$ cat src/rtl/wifd_pkg.sv
`default_nettype none
// ----------------------------------------------------------------------------
// wifd_pkg: shared types and constants
// Constants and the segment-close descriptor passed from front to back.
// ----------------------------------------------------------------------------
package wifd_pkg;

   localparam int NUM_SEGMENTS_DEF = 3;
   localparam int MAX_SEG_LEN_DEF  = 64;

   localparam int LEN_W   = 7;
   localparam int SCALE_W = 24;
   localparam int FEAT_W  = 16;
   localparam int SQ_W    = 38;
   localparam int SUM_W   = 22;
   localparam int TOT_W   = 48;
   localparam int DIST_W  = 32;

   localparam logic [2:0] REG_LEN0  = 3'd0;
   localparam logic [2:0] REG_LEN1  = 3'd1;
   localparam logic [2:0] REG_LEN2  = 3'd2;
   localparam logic [2:0] REG_MODE  = 3'd3;
   localparam logic [2:0] REG_SCL0  = 3'd4;
   localparam logic [2:0] REG_SCL1  = 3'd5;
   localparam logic [2:0] REG_SCL2  = 3'd6;

   // One closed segment handed to the back end.
   typedef struct packed {
      logic [SQ_W-1:0]    square_sum;
      logic [SUM_W-1:0]   min_sum;
      logic [SUM_W-1:0]   first_sum;
      logic               isect;
      logic [SCALE_W-1:0] scale;
      logic               last;
   } seg_type;

endpackage
`default_nettype wire

$ cat src/rtl/wifd_front.sv
`default_nettype none
// ----------------------------------------------------------------------------
// wifd_front: element accumulation
// Accepts element pairs, accumulates sums and closes segments into the queue.
// ----------------------------------------------------------------------------
module wifd_front #(
   parameter int NUM_SEGMENTS = wifd_pkg::NUM_SEGMENTS_DEF,
   parameter int MAX_SEG_LEN  = wifd_pkg::MAX_SEG_LEN_DEF
) (
   input  wire logic                          clock,
   input  wire logic                          reset,
   input  wire logic                          req_valid,
   output logic                               req_ready,
   input  wire logic [wifd_pkg::FEAT_W-1:0]   req_feat_a,
   input  wire logic [wifd_pkg::FEAT_W-1:0]   req_feat_b,
   input  wire logic [wifd_pkg::LEN_W-1:0]    seg_len [3],
   input  wire logic [2:0]                    mode_mask,
   input  wire logic [wifd_pkg::SCALE_W-1:0]  scale [3],
   output logic                               seg_valid,
   input  wire logic                          seg_ready,
   output wifd_pkg::seg_type                  seg_data
);
   localparam int CNT_W = 8;
   localparam logic [CNT_W:0] MAXL = (CNT_W+1)'(MAX_SEG_LEN);

   logic [CNT_W-1:0] count_ff, count_in;
   logic [1:0]       segi_ff, segi_in;
   logic [wifd_pkg::SQ_W-1:0]  sq_ff, sq_in;
   logic [wifd_pkg::SUM_W-1:0] mn_ff, mn_in, fs_ff, fs_in;
   logic             out_v_ff, out_v_in;
   wifd_pkg::seg_type out_ff, out_in;

   logic [wifd_pkg::FEAT_W-1:0] d, mn;
   logic [31:0]      d2;
   logic [wifd_pkg::SQ_W:0]  sq_s;
   logic [wifd_pkg::SUM_W:0] mn_s, fs_s;
   logic [CNT_W-1:0] cnt_n;
   logic [CNT_W:0]   len;
   logic             close, last, acc;

   assign req_ready = !out_v_ff || seg_ready;
   assign acc       = req_valid && req_ready;
   assign seg_valid = out_v_ff;
   assign seg_data  = out_ff;

   always_comb begin
      d    = (req_feat_a >= req_feat_b) ? req_feat_a - req_feat_b : req_feat_b - req_feat_a;
      mn   = (req_feat_a <= req_feat_b) ? req_feat_a : req_feat_b;
      d2   = 32'(d) * 32'(d);
      sq_s = {1'b0, sq_ff} + (wifd_pkg::SQ_W+1)'(d2);
      mn_s = {1'b0, mn_ff} + (wifd_pkg::SUM_W+1)'(mn);
      fs_s = {1'b0, fs_ff} + (wifd_pkg::SUM_W+1)'(req_feat_a);
      cnt_n = count_ff + 1'b1;
      len  = (CNT_W+1)'(seg_len[segi_ff]);
      if (len == '0) len = (CNT_W+1)'(1);
      if (len > MAXL) len = MAXL;
      close = ({1'b0, cnt_n} >= len);
      last  = ({1'b0, segi_ff} + 3'd1) >= 3'(NUM_SEGMENTS);

      count_in = count_ff; segi_in = segi_ff;
      sq_in = sq_ff; mn_in = mn_ff; fs_in = fs_ff;
      out_v_in = out_v_ff && !seg_ready;
      out_in = out_ff;
      if (acc) begin
         sq_in = sq_s[wifd_pkg::SQ_W] ? '1 : sq_s[wifd_pkg::SQ_W-1:0];
         mn_in = mn_s[wifd_pkg::SUM_W] ? '1 : mn_s[wifd_pkg::SUM_W-1:0];
         fs_in = fs_s[wifd_pkg::SUM_W] ? '1 : fs_s[wifd_pkg::SUM_W-1:0];
         count_in = cnt_n;
         if (close) begin
            out_v_in = 1'b1;
            out_in.square_sum = sq_in;
            out_in.min_sum    = mn_in;
            out_in.first_sum  = fs_in;
            out_in.isect      = mode_mask[segi_ff];
            out_in.scale      = scale[segi_ff];
            out_in.last       = last;
            sq_in = '0; mn_in = '0; fs_in = '0; count_in = '0;
            segi_in = last ? 2'd0 : segi_ff + 2'd1;
         end
      end
   end

   always_ff @(posedge clock) begin
      if (reset) begin
         count_ff <= '0; segi_ff <= '0; sq_ff <= '0; mn_ff <= '0; fs_ff <= '0;
         out_v_ff <= 1'b0;
      end else begin
         count_ff <= count_in; segi_ff <= segi_in; sq_ff <= sq_in;
         mn_ff <= mn_in; fs_ff <= fs_in; out_v_ff <= out_v_in;
      end
      out_ff <= out_in;
   end

   a_seg_range: assert property (@(posedge clock) disable iff (reset)
      32'(segi_ff) < NUM_SEGMENTS) else $error("segment index out of range");
   a_hold: assert property (@(posedge clock) disable iff (reset)
      seg_valid && !seg_ready |=> seg_valid && $stable(seg_data))
      else $error("segment dropped");
   a_cnt: assert property (@(posedge clock) disable iff (reset)
      {1'b0, count_ff} < MAXL) else $error("count beyond segment");
endmodule
`default_nettype wire

$ cat src/rtl/wifd_back.sv
`default_nettype none
// ----------------------------------------------------------------------------
// wifd_back: segment term evaluation
// Computes square root or quotient bit-serially, scales and accumulates.
// ----------------------------------------------------------------------------
module wifd_back (
   input  wire logic                          clock,
   input  wire logic                          reset,
   input  wire logic                          seg_valid,
   output logic                               seg_ready,
   input  wifd_pkg::seg_type                  seg_data,
   output logic                               rsp_valid,
   input  wire logic                          rsp_ready,
   output logic [wifd_pkg::DIST_W-1:0]        rsp_distance,
   output logic                               rsp_zero_sum_flag,
   output logic                               rsp_saturated
);
   localparam int RAD_W = wifd_pkg::SQ_W + 16;  // 54, root has 27 bits
   localparam int ROOT_W = RAD_W / 2;
   localparam int Q_W = wifd_pkg::SUM_W + 16;    // 38-bit quotient
   localparam int IT_W = 6;
   localparam int TERM_W = Q_W;

   typedef enum logic [3:0] {
      ST_IDLE = 4'b0001, ST_ITER = 4'b0010, ST_MUL = 4'b0100, ST_ACC = 4'b1000
   } state_type;

   state_type state_ff, state_in;
   logic [IT_W-1:0]     it_ff, it_in;
   logic [RAD_W-1:0]    rad_ff, rad_in;     // radicand or dividend bits
   logic [RAD_W/2+1:0]  rem_ff, rem_in;     // sqrt remainder
   logic [wifd_pkg::SUM_W:0] drem_ff, drem_in;  // division remainder
   logic [TERM_W-1:0]   res_ff, res_in;
   logic                isect_ff, isect_in, last_ff, last_in;
   logic [wifd_pkg::SUM_W-1:0] dvs_ff, dvs_in;
   logic [wifd_pkg::SCALE_W-1:0] scl_ff, scl_in;
   logic [TERM_W+wifd_pkg::SCALE_W-1:0] prod_ff, prod_in;
   logic [wifd_pkg::TOT_W-1:0] tot_ff, tot_in;
   logic [1:0]          flg_ff, flg_in;
   logic                rv_ff, rv_in, rz_ff, rz_in, rs_ff, rs_in;
   logic [wifd_pkg::DIST_W-1:0] rd_ff, rd_in;

   logic [wifd_pkg::SUM_W-1:0] diff;
   logic [RAD_W/2+1:0] trial, rem_sh;
   logic [wifd_pkg::SUM_W:0] dsh;
   logic [wifd_pkg::TOT_W:0] tsum;
   logic [TERM_W+wifd_pkg::SCALE_W-25:0] term;

   assign seg_ready = (state_ff == ST_IDLE);
   assign rsp_valid = rv_ff;
   assign rsp_distance = rd_ff;
   assign rsp_zero_sum_flag = rz_ff;
   assign rsp_saturated = rs_ff;

   always_comb begin
      state_in = state_ff; it_in = it_ff; rad_in = rad_ff; rem_in = rem_ff;
      drem_in = drem_ff; res_in = res_ff; isect_in = isect_ff; last_in = last_ff;
      dvs_in = dvs_ff; scl_in = scl_ff; prod_in = prod_ff; tot_in = tot_ff;
      flg_in = flg_ff; rv_in = rv_ff && !rsp_ready; rz_in = rz_ff; rs_in = rs_ff;
      rd_in = rd_ff;
      diff = '0; trial = '0; rem_sh = '0; dsh = '0; tsum = '0;
      term = prod_ff[TERM_W+wifd_pkg::SCALE_W-1:24];
      unique case (state_ff)
         ST_IDLE: begin
            if (seg_valid) begin
               isect_in = seg_data.isect; last_in = seg_data.last;
               scl_in = seg_data.scale; dvs_in = seg_data.first_sum;
               rem_in = '0; drem_in = '0; res_in = '0;
               if (seg_data.isect) begin
                  diff = (seg_data.first_sum >= seg_data.min_sum) ?
                         seg_data.first_sum - seg_data.min_sum :
                         seg_data.min_sum - seg_data.first_sum;
                  rad_in = RAD_W'({diff, 16'd0});
                  it_in = IT_W'(Q_W);
                  if (seg_data.first_sum == '0) begin
                     flg_in[0] = 1'b1;
                     it_in = '0;
                  end
               end else begin
                  rad_in = {seg_data.square_sum, 16'd0};
                  it_in = IT_W'(ROOT_W);
               end
               state_in = (it_in == '0) ? ST_MUL : ST_ITER;
            end
         end
         ST_ITER: begin
            if (isect_ff) begin
               // restoring division, one quotient bit per cycle
               dsh = {drem_ff[wifd_pkg::SUM_W-1:0], rad_ff[Q_W-1]};
               rad_in = {rad_ff[RAD_W-2:0], 1'b0};
               if (dsh >= {1'b0, dvs_ff}) begin
                  drem_in = dsh - {1'b0, dvs_ff};
                  res_in = {res_ff[TERM_W-2:0], 1'b1};
               end else begin
                  drem_in = dsh;
                  res_in = {res_ff[TERM_W-2:0], 1'b0};
               end
            end else begin
               // restoring square root, one root bit per cycle
               rem_sh = {rem_ff[RAD_W/2-1:0], rad_ff[RAD_W-1:RAD_W-2]};
               rad_in = {rad_ff[RAD_W-3:0], 2'b00};
               trial = {res_ff[RAD_W/2-1:0], 2'b01};
               if (rem_sh >= trial) begin
                  rem_in = rem_sh - trial;
                  res_in = {res_ff[TERM_W-2:0], 1'b1};
               end else begin
                  rem_in = rem_sh;
                  res_in = {res_ff[TERM_W-2:0], 1'b0};
               end
            end
            it_in = it_ff - 1'b1;
            if (it_ff == IT_W'(1)) state_in = ST_MUL;
         end
         ST_MUL: begin
            prod_in = (TERM_W+wifd_pkg::SCALE_W)'(res_ff) *
                      (TERM_W+wifd_pkg::SCALE_W)'(scl_ff);
            state_in = ST_ACC;
         end
         ST_ACC: begin
            tsum = {1'b0, tot_ff} + (wifd_pkg::TOT_W+1)'(term);
            if (tsum[wifd_pkg::TOT_W]) begin
               flg_in[1] = 1'b1;
               tot_in = '1;
            end else begin
               tot_in = tsum[wifd_pkg::TOT_W-1:0];
            end
            state_in = ST_IDLE;
            if (last_ff) begin
               if (rv_ff && !rsp_ready) begin
                  state_in = ST_ACC;          // hold until the slot frees
                  tot_in = tot_ff; flg_in = flg_ff;
               end else begin
                  rv_in = 1'b1;
                  rz_in = flg_in[0];
                  if (tot_in[wifd_pkg::TOT_W-1:wifd_pkg::DIST_W] != '0) begin
                     rd_in = '1; rs_in = 1'b1;
                  end else begin
                     rd_in = tot_in[wifd_pkg::DIST_W-1:0]; rs_in = flg_in[1];
                  end
                  tot_in = '0; flg_in = '0;
               end
            end
         end
         default: state_in = ST_IDLE;
      endcase
   end

   always_ff @(posedge clock) begin
      if (reset) begin
         state_ff <= ST_IDLE; tot_ff <= '0; flg_ff <= '0; rv_ff <= 1'b0;
         it_ff <= '0;
      end else begin
         state_ff <= state_in; tot_ff <= tot_in; flg_ff <= flg_in; rv_ff <= rv_in;
         it_ff <= it_in;
      end
      rad_ff <= rad_in; rem_ff <= rem_in; drem_ff <= drem_in; res_ff <= res_in;
      isect_ff <= isect_in; last_ff <= last_in; dvs_ff <= dvs_in; scl_ff <= scl_in;
      prod_ff <= prod_in; rz_ff <= rz_in; rs_ff <= rs_in; rd_ff <= rd_in;
   end

   a_onehot: assert property (@(posedge clock) disable iff (reset)
      $onehot(state_ff)) else $error("state not one-hot");
   a_rsp_hold: assert property (@(posedge clock) disable iff (reset)
      rsp_valid && !rsp_ready |=> rsp_valid && $stable(rsp_distance))
      else $error("result lost");
   a_sat: assert property (@(posedge clock) disable iff (reset)
      rsp_valid && rsp_distance != '1 |-> !tot_ff[wifd_pkg::TOT_W-1] || !$rose(rsp_valid))
      else $error("saturation");
endmodule
`default_nettype wire

$ cat src/rtl/weighted_image_feature_distance_top.sv
`default_nettype none
// ----------------------------------------------------------------------------
// weighted_image_feature_distance_top: weighted feature distance
// Segmented intersection / Euclidean distance of two feature vectors.
// ----------------------------------------------------------------------------
// Element pairs are taken one a cycle by the front end while its one-entry
// output register is free or being taken. The front accumulates the squared
// difference, the minimum and the first-vector sum, and closes a segment when
// its configured length is reached, passing it to the back end through that
// register. The back end takes each segment, computes a 27-bit square root or
// a 38-bit quotient, one bit a cycle (no iteration for a zero sum), then scales
// and accumulates it, per segment; with short segments that unit sets the rate,
// otherwise requests flow at one a cycle unless the response is held back.
// One response follows the last element of the last segment.
// ----------------------------------------------------------------------------
module weighted_image_feature_distance_top #(
   parameter int NUM_SEGMENTS = wifd_pkg::NUM_SEGMENTS_DEF,
   parameter int MAX_SEG_LEN  = wifd_pkg::MAX_SEG_LEN_DEF
) (
   input  wire logic        clock,
   input  wire logic        reset,
   input  wire logic        req_valid,
   output logic             req_ready,
   input  wire logic [15:0] req_feat_a,
   input  wire logic [15:0] req_feat_b,
   output logic             rsp_valid,
   input  wire logic        rsp_ready,
   output logic [31:0]      rsp_distance,
   output logic             rsp_zero_sum_flag,
   output logic             rsp_saturated,
   input  wire logic        csr_valid,
   output logic             csr_ready,
   input  wire logic [2:0]  csr_index,
   input  wire logic [23:0] csr_data
);
   logic [wifd_pkg::LEN_W-1:0]   len_ff [3];
   logic [2:0]                   mode_ff;
   logic [wifd_pkg::SCALE_W-1:0] scl_ff [3];
   logic                         seg_valid, seg_ready;
   wifd_pkg::seg_type            seg_data;

   assign csr_ready = 1'b1;

   // hold the register file; drop writes to unknown indexes
   always_ff @(posedge clock) begin
      if (reset) begin
         len_ff[0] <= 7'd3; len_ff[1] <= 7'd48; len_ff[2] <= 7'd15;
         mode_ff <= '0;
         scl_ff[0] <= 24'd5592400; scl_ff[1] <= 24'd93207; scl_ff[2] <= 24'd5592400;
      end else if (csr_valid) begin
         unique case (csr_index)
            wifd_pkg::REG_LEN0: len_ff[0] <= csr_data[6:0];
            wifd_pkg::REG_LEN1: len_ff[1] <= csr_data[6:0];
            wifd_pkg::REG_LEN2: len_ff[2] <= csr_data[6:0];
            wifd_pkg::REG_MODE: mode_ff   <= csr_data[2:0];
            wifd_pkg::REG_SCL0: scl_ff[0] <= csr_data;
            wifd_pkg::REG_SCL1: scl_ff[1] <= csr_data;
            wifd_pkg::REG_SCL2: scl_ff[2] <= csr_data;
            default: ;
         endcase
      end
   end

   wifd_front #(.NUM_SEGMENTS(NUM_SEGMENTS), .MAX_SEG_LEN(MAX_SEG_LEN)) u_front (
      .clock, .reset, .req_valid, .req_ready, .req_feat_a, .req_feat_b,
      .seg_len(len_ff), .mode_mask(mode_ff), .scale(scl_ff),
      .seg_valid, .seg_ready, .seg_data
   );

   wifd_back u_back (
      .clock, .reset, .seg_valid, .seg_ready, .seg_data,
      .rsp_valid, .rsp_ready, .rsp_distance, .rsp_zero_sum_flag, .rsp_saturated
   );

   a_csr: assert property (@(posedge clock) disable iff (reset)
      csr_valid && csr_index == wifd_pkg::REG_MODE |=> mode_ff == $past(csr_data[2:0]))
      else $error("mode write lost");
   a_flow: assert property (@(posedge clock) disable iff (reset)
      seg_valid && !seg_ready |-> !(req_valid && req_ready) || !$past(seg_valid))
      else $error("queue overrun");
   a_len: assert property (@(posedge clock) disable iff (reset)
      csr_valid && csr_index == wifd_pkg::REG_LEN0 |=> len_ff[0] == $past(csr_data[6:0]))
      else $error("length write lost");
endmodule
`default_nettype wire

$ cat config.mk
export PLATFORM = sky130hd
export DESIGN_NAME = weighted_image_feature_distance_top
export DESIGN_NICKNAME = d
export VERILOG_FILES = /design/src/rtl/wifd_pkg.sv /design/src/rtl/wifd_front.sv /design/src/rtl/wifd_back.sv /design/src/rtl/weighted_image_feature_distance_top.sv
export SDC_FILE = /design/constraint.sdc
export NUM_CORES = 2
export LEC_CHECK = 0
export BUFFER_PORTS_ARGS = -buffer_cell sky130_fd_sc_hd__buf_2
export CAP_MARGIN = 15
export CORE_MARGIN = 3
export CORE_UTILIZATION = 36
export CTS_CLUSTER_SIZE = 28
export DETAILED_ROUTE_END_ITERATION = 12
export GPL_TIMING_DRIVEN = 0
export SETUP_SLACK_MARGIN = 0.5
export SLEW_MARGIN = 10
export SYNTH_ARGS = -nofsm -noshare
export SYNTH_HDL_FRONTEND = slang
export SYNTH_SLANG_ARGS = --single-unit
$ cat constraint.sdc
create_clock -name clock -period 15.2 [get_ports clock]
set_clock_uncertainty 0.05 [all_clocks]
set_input_delay 3.8 -clock clock [delete_from_list [all_inputs] [get_ports clock]]
set_output_delay 3.8 -clock clock [all_outputs]
set_load 0.1 [all_outputs]
### Yosys cells after proc, flatten, opt, wreduce, memory -nomap -nowiden

Index checks and enable logic that the tools add are counted.

| cells by class | value |
|---|---|
| $add $sub $neg | 14 |
| multiply operators | 2 |
| div/mod/pow operators | 0 |
| $lt $le $gt $ge | 10 |
| equal/unequal tests | 20 |
| shift-type cells | 0 |
| multiplexer cells | 65 |
| bitwise gates (word level) | 2 |
| reduce and logical (&&, ||, !) cells | 30 |

Operators with widths:

| kind | number |
|---|---|
| 48-bit two-way mux | 4 |
| 22-bit two-way mux | 8 |
| 54-bit two-way mux | 3 |
| 38-bit two-way mux | 3 |
| 54-bit case mux with 2 select lines | 1 |
| 27-bit two-way mux | 3 |
| 38-bit case mux with 2 select lines | 1 |
| 22-bit subtractor | 3 |
| 38-bit by 24-bit multiplier with 62-bit output | 1 |
| 27-bit case mux with 2 select lines | 1 |
| 48-bit by 38-bit adder with 49-bit output | 1 |
| 24-bit binary-select mux with 2-bit select | 1 |
| 24-bit two-way mux | 2 |
| 22-bit by 16-bit adder with 23-bit output | 2 |
| 22-bit case mux with 2 select lines | 1 |
| 38-bit by 32-bit adder with 39-bit output | 1 |
| 16-bit by 16-bit multiplier with 32-bit output | 1 |
| 16-bit two-way mux | 2 |
| 16-bit subtractor | 2 |
| 6-bit two-way mux | 5 |
| 29-bit >= comparator | 1 |
| 7-bit two-way mux | 4 |
| 27-bit subtractor | 1 |
| 2-bit AND reduction | 12 |
| 46 further kinds | 79 |

| word-level totals | value |
|---|---|
| register bits | 643 |
| bits in latches | 0 |
| RAM bits | 0 |
| bits in read-only memories | 0 |
| input port bits | 64 |
| memories | 0 |

### Logic depth before layout (Yosys ltp)

| depth | value |
|---|---|
| word-level depth | 11 |
| depth in mapped cells | 42 |
| gate-level depth less buffers | 39 |

### By module

A second synthesis with hierarchy kept.

| second synthesis, totals | value |
|---|---|
| cell total of the unflattened synthesis | 7,709 |
| area, all modules | 71,026.9 µm² |

By module, submodules not included:

| module | instances | cells an instance | area an instance (µm²) | seq. area each (µm²) |
|---|---|---|---|---|
| wifd_back | 1 | 5,184 | 47,306.6 | 8,578.2 |
| wifd_front | 1 | 2,158 | 19,865.3 | 5,104.9 |
| weighted_image_feature_distance_top | 1 | 367 | 3,854.9 | 1,921.8 |

### Worst setup path after synthesis

No wires, ideal clock.

| timing path | value |
|---|---|
| path type | input-to-reg |
| start point | input req_feat_a[0] |
| end point | register u_front.sq_ff[18] in the netlist's numbering |
| library setup time | 0.117 ns |
| arrival | 13.262 ns |
| data required time | 15.033 ns |
| path slack | 1.772 ns |
| stages | 40 |
| path through | inv_1 ha_1 inv_1 fa_1 a21o_1 a21o_1 a21o_1 a21oi_1 o21a_1 o31ai_1 nor2_1 mux2_2 xnor2_1 inv_1 clkbuf_1 nand2_1 fa_1 inv_1 [... 4 more ...] fa_1 fa_1 inv_1 fa_1 inv_1 ha_1 a21o_1 a21o_1 a21o_1 or3_1 o31ai_1 o31a_1 o21ai_1 a41oi_2 nor2_1 clkbuf_1 or2_2 a22o_1 |

| between the ends | value |
|---|---|
| longest elaborated chain between the ends | 6 |
| elaborated cells on any way between the ends | 8 |
| those cells by class | add/sub: 3; mul: 1; order compare: 1; mux: 3 |

RTL lines:

| item | RTL line | RTL |
|---|---|---|
| from (decl) | weighted_image_feature_distance_top.sv:24 | `input wire logic [15:0] req_feat_a,` |
| 16-bit subtractor / 16-bit >= comparator (equally long branches) | wifd_front.sv:47 | `d = (req_feat_a >= req_feat_b) ? req_feat_a - req_feat_b : req_feat_b - req_feat_a;` |
| 16-bit two-way mux (*) | wifd_front.sv:47 |  |
| 16-bit by 16-bit multiplier with 32-bit output (*) | wifd_front.sv:49 | `d2 = 32'(d) * 32'(d);` |
| 38-bit by 32-bit adder with 39-bit output (*) | wifd_front.sv:50 | `sq_s = {1'b0, sq_ff} + (wifd_pkg::SQ_W+1)'(d2);` |
| 38-bit two-way mux (*) | wifd_front.sv:65 | `sq_in = sq_s[wifd_pkg::SQ_W] ? '1 : sq_s[wifd_pkg::SQ_W-1:0];` |
| 38-bit two-way mux (*) | wifd_front.sv:69 | `if (close) begin` |
| to (signal assigned) | wifd_front.sv:88 | `count_ff <= count_in; segi_ff <= segi_in; sq_ff <= sq_in;` |
| to (decl) | wifd_front.sv:28 | `logic [wifd_pkg::SQ_W-1:0] sq_ff, sq_in;` |

Every way passes the cells marked *; elsewhere a longest branch is shown, timed or not.
A chain may end at the register's enable or synchronous reset.

### Worst setup path after layout

Same ends and word-level chain as after synthesis.

==> impl_metrics.toml <==
[timing]
max_slew_margin = 0.161
slew_viol_final = 0
period_share = 0.937
period_minus_slack_ns = 14.24
fin_tns_setup_ns = 0
finalHoldViolations = 0
finalSetupViolations = 0
tightest_slew_ns = 1.26
rsz0062_at_grt = "yes"
fmax_mhz = 70.2

[floorplan]
start_util = 0.364
dieArea_um2 = 199000
io_pins = 101
core_um2 = 191000
row_count = 160
fp.dieH_um = 446
die_x_um = 446

[clock_network]
clk_latency_ns = 0.68
htree_levels = 2
cts_sinks = 603
cts_tree = "built"
clock-root-buffer = "clkbuf_16"
cts_max_path_buffers = 3
clk_pin_slew_ns = 0.07
ctsHoldBuffers = 0
cts_made_buffers = 60

[place]
dpl.hpwl_um = 180000
io_buffers = 99
globalplace.congestion = 0.969

[global_routing]
grt_max_degree = 84
grtUsageTotal = 0.221
antenna_found_initial = 4
globalRouteOverflowTotal = 0
grt_first_pass_wirelength_um = 339000
grt_pass1_vias = 56600

[detailed_routing]
routedWlPerCell_um = 21.0
drt-total-wl_um = 219000
drcViolationCount = 0
first_pass_iters = 6
first_iter_violations = 4285
final_antenna_net_count = 0
drt-vias-per-instance = 5.25
routed-via-count = 54800

[hold_path]
hold_depth = 0
hp-class = "register to register"

[critical_path]
cp_common_cell = "inv_1"
crit_fanout = 10
worstSetupPathType = "input pin to register"
endpoint_kind = "register"
crit_slowest_cell = "fa_1"
worstRegToRegCells = 24
arrival_ns = 14.76
start_kind = "input pin"
critPathRequiredTime_ns = 15.72
cpPeakStageDelay_ns = 0.55

[cells_and_area]
fillCellCount = 19200
area_delta_synth_final_pct = 8.75
multi_input_area_um2 = 47800
layout-drive-gt1-share = 0.0428
final_util = 0.396
nNetsFinal = 9421
register_area_um2 = 15600

[run]
cap_viol_max_count = 0

[synthesis]
synth_top_area_frac = 0.285
async_flop_share = 0
synth_area_leaders = "fa_1 (29%), edfxtp_1 (15%), ha_1 (8.9%)"
synth_top_area_cell = "fa_1"
seq_area_frac_synth = 0.224
synth-edff-count = 353
synth_ff_type = "edfxtp_1"
ys_warn_count = 0
syn-num-nets = 9238
synth_area_um2 = 69700
avgSynthCellArea_um2 = 9.07
ys_types = 89
ys_seq_elements = 603
synthCells = 7686

[status]
outcome = "complete, no violations"
[Yosys cell counts (all sizes together), types with 124 or more instances]
library cell  instances
edfxtp              353
xnor2               124
clkbuf              345
ha                  495
fa                  993
a21oi               376
mux2i               135
nor2                417
inv                1307
a21o                143
nand2              1157
and2                283
dfxtp               250
o21ai               275
[cell families after synthesis]
family	count (synthesis)	synth area share
adders and majority gates	1488	0.374
AOI/OAI and AO/OA	1205	0.110
buffers and inverters	1691	0.0920
muxes	141	0.0204
xor gates and xnor gates	193	0.0243
and+or+nand+nor	2364	0.155
DFF	603	0.224
other	1	0.0000538
[critical path, delay by kind of cell]
| kind | cells | cell delay [ns] |
|---|---|---|
| buffers and inverters | 12 | 1.75 |
| XOR/XNOR | 1 | 0.21 |
| multiplexers | 1 | 0.39 |
| AND/OR/NAND/NOR | 5 | 1.36 |
| adder cells (fa/ha/maj) | 9 | 3.99 |
| AO/OA/AOI/OAI | 14 | 3.22 |
[per-layer routing]
metal / GRT usage / part of all wire / wire length [um]
met4: 0.0870 / 0.048 / 10400
met5: 0 / 0 / 0
met3: 0.0320 / 0.071 / 15500
met2: 0.357 / 0.46 / 100000
met1: 0.298 / 0.43 / 93300
[placed cells by master (no fill, tap or decap), types with 22 or more instances in the layout]
cell type and count:
inv_1 1302, nand2_1 1156, fa_1 993, ha_1 495, nor2_1 414, a21oi_1 374
edfxtp_1 353, clkbuf_1 349, and2_1 283, o21ai_0 269, dfxtp_1 250, a21o_1 143
mux2i_1 135, xnor2_1 121, buf_2 110, nand3_1 94, nor3_1 79, xor2_1 65
clkbuf_16 62, nand4_1 55, nor2b_1 54, a22o_1 52, o21a_1 41, nand2b_1 40
nand3b_1 37, o21bai_1 37, a31oi_1 34, a211oi_1 33, a21boi_0 28, or2_2 27
and3_1 22, buf_1 22, or3_1 22
[stage by stage]
stage          std cells  instance area [um^2]  hold slack (ns)  setup slack [ns]
2_1_floorplan       7686                 69700            0.350              1.77
3_3_place_gp       10300                 73300            0.353             -1.56
3_5_place_dp       10300                 73600            0.355             -1.18
4_1_cts            10400                 75700            0.366             0.535
5_1_grt            10400                 75800            0.374             0.475
6_report           10400                 75800            0.366             0.962
[area by class of cell]
class / instances / share of cell area
buffer: 384 / 0.0200
clock inverter: 28 / 0.00368
clock buffer: 86 / 0.0227
inverter: 1307 / 0.0648
tap: 2511 / 0.0415
multi-input combinational: 5392 / 0.631
timing repair buffer: 121 / 0.00994
sequential: 603 / 0.206
antenna: 6 / 0.000198
[worst paths after layout]
check | from | endpoint | slack (ns)
max reg2reg | u_back.scl_ff[1]$_DFFE_PP_ | u_back.prod_ff[60]$_DFFE_PP_ | 5.06
min reg2reg | u_front.seg_data[1]$_DFFE_PP_ | u_back.scl_ff[0]$_DFFE_PP_ | 0.37
max | req_feat_a[0] | u_front.sq_ff[18]$_SDFFE_PP0P_ | 0.96
min | u_front.seg_data[1]$_DFFE_PP_ | u_back.scl_ff[0]$_DFFE_PP_ | 0.37
[what timing repair did]
action	in CTS	in global routing
setup buffers	0	8
setup endpoints to repair	76	65
pin swaps	0	4
gates resized for setup	20	7
[flip-flops by register name (all words and copies together), names as in the netlist, 22 cells and up]
register	cells
u_back.drem_ff	22
u_front.sq_ff	38
u_back.scl_ff	24
u_back.rad_ff	38
u_front.seg_data	108
u_back.rsp_distance	32
u_back.res_ff	38
u_back.dvs_ff	22
scl_ff	72
u_front.fs_ff	22
u_back.tot_ff	48
u_front.mn_ff	22
u_back.prod_ff	38
u_back.rem_ff	27
Power is left out: the tool's default activity adds up to more than one toggle a clock period on the data nets, which glitch-free logic cannot reach.
